==> config.mk <==
export PLATFORM = sky130hd
export DESIGN_NAME = npcs_dist
export DESIGN_NICKNAME = d
export VERILOG_FILES = /design/src/rtl/npcs_pkg.sv /design/src/rtl/npcs_dist.sv
export SDC_FILE = /design/constraint.sdc
export NUM_CORES = 1
export LEC_CHECK = 0
export BUFFER_PORTS_ARGS = -buffer_cell sky130_fd_sc_hd__buf_2
export CORE_MARGIN = 5
export CORE_UTILIZATION = 60
export DETAILED_ROUTE_END_ITERATION = 6
export PLACE_DENSITY_LB_ADDON = 0.15
export SLEW_MARGIN = 5
export SYNTH_ARGS = -nofsm -noshare
export SYNTH_HDL_FRONTEND = slang
export SYNTH_SLANG_ARGS = --single-unit
==> constraint.sdc <==
create_clock -name clk -period 6.13 [get_ports clk]
set_input_delay 0 -clock clk [delete_from_list [all_inputs] [get_ports clk]]
set_output_delay 0 -clock clk [all_outputs]
set_load 0.03 [all_outputs]
==> src/rtl/npcs_pkg.sv <==
// Package for the nearest palette colour search block.
// Holds sizes, field widths, the sequencer state type and the pipeline tag.
// No dependencies.
package npcs_pkg;

  localparam int PALETTE_DEPTH = 256;
  localparam int ADDR_W        = $clog2(PALETTE_DEPTH);
  localparam int CNT_W         = $clog2(PALETTE_DEPTH + 1);
  localparam int CHAN_W        = 8;
  localparam int COLOUR_W      = 3 * CHAN_W;
  localparam int INDEX_W       = 8;
  localparam int USE_W         = 9;
  localparam int SQ_W          = 2 * CHAN_W;
  localparam int DIST_W        = 18;
  localparam int IN_DATA_W     = 48;
  localparam int OUT_DATA_W    = 32;

  typedef enum logic [1:0] {
    ST_IDLE,
    ST_SCAN,
    ST_DRAIN,
    ST_RESULT
  } npcs_state_t;

  typedef struct packed {
    logic              vld;
    logic [ADDR_W-1:0] pos;
  } npcs_tag_t;

  typedef struct packed {
    npcs_tag_t tag;
    logic      busy;
  } npcs_dist_stat_t;

endpackage

==> src/rtl/npcs_dist.sv <==
// Pipelined distance unit: squared RGB distance of one palette entry per cycle.
// Two register stages (squares, then sum). Depends on npcs_pkg.
module npcs_dist
  import npcs_pkg::*;
(
  input  logic                clk,
  input  logic                rst_n,
  input  logic [COLOUR_W-1:0] query,
  input  logic [COLOUR_W-1:0] entry,
  input  npcs_tag_t           tag_in,
  output logic [DIST_W-1:0]   dist_sq,
  output npcs_dist_stat_t     stat
);

  logic [CHAN_W-1:0] diff [3];
  logic [SQ_W-1:0]   sq_r [3];
  logic [SQ_W-1:0]   sq_nxt [3];
  npcs_tag_t         tag1_r;
  npcs_tag_t         tag2_r;
  logic [DIST_W-1:0] sum_r;
  logic [DIST_W-1:0] sum_nxt;

  always_comb begin
    for (int k = 0; k < 3; k++) begin
      logic [CHAN_W-1:0] q;
      logic [CHAN_W-1:0] e;
      q = query[k*CHAN_W +: CHAN_W];
      e = entry[k*CHAN_W +: CHAN_W];
      diff[k]   = (q > e) ? (q - e) : (e - q);
      sq_nxt[k] = SQ_W'(diff[k]) * SQ_W'(diff[k]);
    end
    sum_nxt = DIST_W'(sq_r[0]) + DIST_W'(sq_r[1]) + DIST_W'(sq_r[2]);
  end

  always_ff @(posedge clk) begin
    if (!rst_n) begin
      tag1_r <= '0;
      tag2_r <= '0;
    end else begin
      tag1_r <= tag_in;
      tag2_r <= tag1_r;
    end
  end

  always_ff @(posedge clk) begin
    for (int k = 0; k < 3; k++) sq_r[k] <= sq_nxt[k];
    sum_r <= sum_nxt;
  end

  assign dist_sq   = sum_r;
  assign stat.tag  = tag2_r;
  assign stat.busy = tag_in.vld | tag1_r.vld | tag2_r.vld;

endmodule

==> results of run 1 <==
==> synthesized netlist by cell type (9+ instances only) <==
master | instances | share of area, %
nor2_1 | 93 | 3.6
a21o_1 | 29 | 2.3
o21ai_0 | 17 | 0.88
mux2i_1 | 16 | 1.7
xor2_1 | 17 | 1.5
and2_1 | 19 | 1.2
fa_1 | 97 | 20
nand2b_1 | 11 | 0.71
nor3_1 | 12 | 0.62
ha_1 | 149 | 19
inv_1 | 202 | 7.9
a21oi_1 | 61 | 3.2
dfxtp_1 | 81 | 17
or2_2 | 15 | 0.97
nand4_1 | 9 | 0.58
nand2_1 | 23 | 0.90
xnor2_1 | 51 | 4.6
==> timing repair <==
item | 4_1_cts | 5_1_grt
setup buffers | 0 | 0
hold buffers | 9 | 0
hold endpoints to repair | 9 | 0
gates resized for setup | 0 | 1
setup endpoints to repair | 0 | 1
==> area by class of cell <==
| class | count | area, um^2 | area share [%] |
|---|---|---|---|
| Multi-Input combinational cell | 741 | 7146 | 66.14 |
| Inverter | 203 | 762.0 | 7.053 |
| Timing Repair Buffer | 120 | 708.2 | 6.555 |
| Sequential cell | 81 | 1622 | 15.01 |
| Clock inverter | 6 | 67.56 | 0.6254 |
| Clock buffer | 10 | 229.0 | 2.119 |
| Tap cell | 216 | 270.3 | 2.501 |
==> metrics by stage <==
step,cell area (um^2),utilization (%),hold slack (ns),std cells
2_1_floorplan,9643,-,0.1217,1045
3_3_place_gp,10410,65.77,0.2155,1352
3_5_place_dp,10410,65.77,0.2165,1352
4_1_cts,10800,68.21,0.03725,1377
5_1_grt,10800,68.26,0.05340,1377
6_report,10800,68.26,0.03936,1377
==> cell families after synthesis <==
kind of cell               count (synthesis)  share of synthesized area (%)
AOI/OAI and AO/OA                        172                          12.48
xor gates and xnor gates                  76                          7.765
buffers and inverters                    223                          9.168
DFF                                       81                          16.83
adders and majority gates                246                          39.50
and+or+nand+nor                          225                          11.95
other                                      1                        0.03892
muxes                                     19                          2.272
==> metal layers <==
layer | track usage (%) | vias up | part of all wire (%)
met5 | 0 | - | 0
met4 | 2.576 | 0 | 0.84
met3 | 3.051 | 15 | 3.8
met2 | 34.45 | 123 | 47
met1 | 27.85 | 3310 | 48
li1 | - | 3604 | -
==> placed cells by master (no fill, tap or decap), types with 5 or more instances in the layout <==
cell type      instances
xor2_1                17
nand3b_1               6
or2_2                 15
nand4_1                9
o22ai_1                5
o21bai_1               7
a21o_1                29
o21a_1                 7
clkbuf_16              9
o21ai_0               17
nand2b_1              11
a31oi_1                8
nand2_1               23
mux2i_1               16
buf_4                 25
nor3_1                12
dfxtp_1               81
fa_1                  97
nor2b_1                5
inv_1                202
buf_2                 86
a21oi_1               61
dlygate4sd3_1          9
ha_1                 149
xnor2_1               50
and2_1                19
nor2_1                93
==> state kept, by name (all words and copies together) (netlist names) <==
name,flops
sq_r,45
stat,9
dist_sq,18
tag1_r,9
==> worst max-delay path by stage <==
stage              from           to  slack (ns)  cells past startpoint
2_1_floorplan  query[8]  sq_r[0][28]        0.51                     24
3_3_place_gp   query[0]  sq_r[0][13]        0.16                     26
3_5_place_dp   query[8]  sq_r[0][28]        0.05                     25
4_1_cts        query[8]  sq_r[0][28]        0.39                     25
5_1_grt        query[0]  sq_r[0][13]        0.03                     26
6_report       query[0]  sq_r[0][13]        0.40                     26
==> worst max-delay path: stages <==
cell,delay (ns)
buf_2,0.11
inv_1,0.05
ha_1,0.15
inv_1,0.05
fa_1,0.42
a21o_1,0.22
a221oi_4,0.32
a21oi_4,0.15
mux2i_1,0.27
xor2_2,0.19
or2_2,0.38
fa_1,0.39
inv_1,0.07
fa_1,0.41
ha_1,0.29
inv_1,0.05
fa_1,0.53
inv_1,0.04
ha_1,0.33
a21o_1,0.19
a21oi_1,0.21
o21bai_1,0.13
a2111oi_0,0.58
o31ai_1,0.14
a21oi_1,0.20
xnor2_1,0.13
==> results.json, run 1 <==
{
  "ys_types": 66,
  "numCtsBuffers": 9,
  "ant_nets": 0,
  "arrival_ns": 6.00,
  "fin_crit_sh_pct": 93.52,
  "path_class": "input pin to register",
  "outcome": "complete, no violations",
  "reg2reg_to": "dist_sq[16]",
  "clockBufferDepth": 2,
  "wl_per_cell_um": 12.69,
  "drive_gt1_share_pct": 15.16,
  "io_buffers": 86,
  "clock.fmax_ghz": 0.1744,
  "layout_setup_ws_ns": 0.3970,
  "grt_max_degree": 19,
  "cp-end-kind": "register",
  "core-area_mm2": 0.01583,
  "vias": 7052,
  "drt_iter0_drc": 223,
  "required_ns": 6.39,
  "dieHeight_um": 136.7,
  "hold_depth": 2,
  "start_util_pct": 60.88,
  "setup_viol": 0,
  "drc": 0,
  "finalCriticalPeriod_ns": 5.733,
  "rsz0062_at_grt": "false",
  "finalSetupTns_ns": 0,
  "timing.rr.start": "sq_r[0][4]",
  "preCtsSetupSlack_ns": 0.05382,
  "cts_root_buffer": "clkbuf_16",
  "hp-class": "input pin to register",
  "overflow": 0,
  "grt_pass1_vias": 7160,
  "wl_um": 17470,
  "fin_nets": 1461,
  "ys_warn_count": 0,
  "vias_per_cell": 5.121,
  "synth.avg_cell_area_um2": 9.238,
  "hold_viol": 0,
  "slew_headroom_pct": 58.61,
  "groute.usage.overall_pct": 20.14,
  "grt_first_pass_wirelength_um": 31270,
  "first_pass_iters": 4,
  "tightest_slew_ns": 0.6164,
  "ys.flop_type": "dfxtp_1",
  "antenna_found_initial": 0,
  "place.gp.congestion": 0.9057,
  "pin_count": 87,
  "drv_cap": 0,
  "min_to": "stat[8]",
  "antennaDiodeCount": 0,
  "crit_fanout": 9,
  "syn2layout_area_growth_pct": 12.13,
  "fillers": 1283,
  "path_clk_slew_ns": 0.06,
  "synth_edf_count": 0,
  "cts_tree": "done",
  "min_from": "rst_n",
  "rows": 46,
  "hpwl_um": 15060,
  "synth_seq_area_share_pct": 16.83,
  "clk_latency_ns": 0.33,
  "critPathLaunchType": "input pin",
  "async_flop_share_pct": 0,
  "synth-seq-cells": 81,
  "cts_sinks": 81,
  "htreeDepth": 3,
  "die_w_um": 136.7,
  "dieArea_mm2": 0.01869,
  "finClkSkew_ns": 0.005849,
  "syn_inst": 1043,
  "r2r_setup_slack_ns": 3.31,
  "finalMaxSlewViolations": 0,
  "synthesis.area_mm2": 0.009635,
  "reg2reg_depth": 9
}
Power of run 1 is left out: the tool's default activity adds up to more than one toggle a clock period on the data nets, which glitch-free logic cannot reach.
==> run 2, diff against run 1 <==
- CORE_MARGIN: 5 -> unset
- REMOVE_ABC_BUFFERS: unset -> 1
==> results.json, run 2 (synthesis results as in run 1) <==
{
  "io_buffers": 86,
  "clk_latency_ns": 0.34,
  "timing.rr.start": "sq_r[0][3]",
  "hpwl_um": 14690,
  "fin_nets": 1459,
  "antennaDiodeCount": 0,
  "fin_crit_sh_pct": 93.59,
  "cp-end-kind": "register",
  "min_from": "rst_n",
  "drc": 0,
  "numCtsBuffers": 9,
  "syn2layout_area_growth_pct": 12.13,
  "crit_fanout": 6,
  "htreeDepth": 3,
  "instances_no_fill": 1370,
  "core-area_mm2": 0.01543,
  "outcome": "complete, no violations",
  "final_common_cell": "inv_1",
  "cts_sinks": 81,
  "clock.fmax_ghz": 0.1743,
  "grt_max_degree": 19,
  "place.gp.congestion": 0.8842,
  "dieHeight_um": 128.7,
  "place_area_mm2": 0.01039,
  "setup_viol": 0,
  "finClkSkew_ns": 0.009969,
  "overflow": 0,
  "rsz0062_at_grt": "false",
  "path_class": "input pin to register",
  "dieArea_mm2": 0.01657,
  "ant_nets": 0,
  "top_register": "sq_r",
  "first_pass_iters": 5,
  "hold_viol": 0,
  "largest_reg_flops": 45,
  "required_ns": 6.40,
  "reg2reg_to": "dist_sq[16]",
  "wl_um": 17530,
  "cts_tree": "done",
  "vias_per_cell": 5.149,
  "dp_cells": 1345,
  "finalSetupTns_ns": 0,
  "post_cts_buffers": 0,
  "start_util_pct": 62.46,
  "antenna_found_initial": 0,
  "arrival_ns": 6.00,
  "slew_headroom_pct": 57.29,
  "r2r_setup_slack_ns": 3.25,
  "grt_pass1_vias": 7026,
  "finalMaxSlewViolations": 0,
  "min_to": "stat[8]",
  "rows": 45,
  "finalCriticalPeriod_ns": 5.737,
  "drt_iter0_drc": 294,
  "vias": 7054,
  "pin_count": 87,
  "tightest_slew_ns": 0.6228,
  "critPathLaunchType": "input pin",
  "groute.usage.overall_pct": 23.45,
  "die_w_um": 128.7,
  "drive_gt1_share_pct": 15.01,
  "hp-class": "input pin to register",
  "cts_root_buffer": "clkbuf_16",
  "hold_depth": 2,
  "reg2reg_depth": 9,
  "grt_first_pass_wirelength_um": 31150,
  "fin_area_mm2": 0.01080,
  "drv_cap": 0,
  "most-common-layout-cells": "202 x inv_1, 149 x ha_1, 97 x fa_1",
  "clockBufferDepth": 2,
  "path_clk_slew_ns": 0.07,
  "wl_per_cell_um": 12.80
}
==> run 2: repair_timing <==
action                     4_1_cts  5_1_grt
gates resized for setup          0        1
hold buffers                     9        0
hold endpoints to repair         9        0
setup endpoints to repair        0        1
==> run 2: worst max-delay path by stage <==
stage / end / cells after the start / start / slack (ns)
after floorplan: sq_r[0][28] / 24 / query[8] / 0.51
after global placement: sq_r[0][13] / 26 / query[0] / 0.20
after detailed placement: sq_r[0][13] / 26 / query[0] / -0.02
after CTS: sq_r[0][13] / 26 / query[0] / 0.34
after global routing: sq_r[0][13] / 26 / query[0] / 0.04
final: sq_r[0][13] / 26 / query[0] / 0.39
==> run 2: critical path, cell delays in order <==
cell and delay (ns):
buf_2 0.11, inv_1 0.05, ha_1 0.16, inv_1 0.05, fa_1 0.42, a21o_1 0.22, a221oi_4 0.32, a21oi_4 0.16
mux2i_1 0.26, xor2_2 0.17, or2_2 0.36, fa_1 0.39, inv_1 0.07, fa_1 0.41, ha_1 0.29, inv_1 0.05
fa_1 0.53, inv_1 0.04, ha_1 0.33, a21o_1 0.19, a21oi_1 0.24, o21bai_1 0.16, a2111oi_1 0.57, o31ai_1 0.14
a21oi_1 0.20, xnor2_1 0.13
==> run 2: metal layers <==
metal  up-vias  wire [um]  GRT usage [%]
li1       3608          -              -
met1      3318       8659          32.48
met2       111       8155          39.55
met3        17        551          3.119
met4         0        164          4.221
met5         -          0              0
==> run 2: cell type report <==
cell class | instances | area [um^2]
Fill cell | 1287 | 4623
Inverter | 203 | 762.0
Tap cell | 211 | 264.0
Clock inverter | 7 | 98.84
Timing Repair Buffer | 118 | 693.2
Multi-Input combinational cell | 741 | 7139
Sequential cell | 81 | 1622
Clock buffer | 9 | 225.2
==> run 2: stage by stage <==
| step | worst slack, ns | hold WS (ns) | utilization [%] |
|---|---|---|---|
| 5_1_grt | 0.04320 | 0.04913 | 70.03 |
| 3_3_place_gp | 0.2004 | 0.2083 | 67.34 |
| 3_5_place_dp | -0.01615 | 0.2097 | 67.34 |
| 4_1_cts | 0.3405 | 0.02146 | 70.02 |
| 2_1_floorplan | 0.5068 | 0.1217 | - |
| 6_report | 0.3932 | 0.02793 | 70.03 |
Power of run 2 is left out for the same reason.
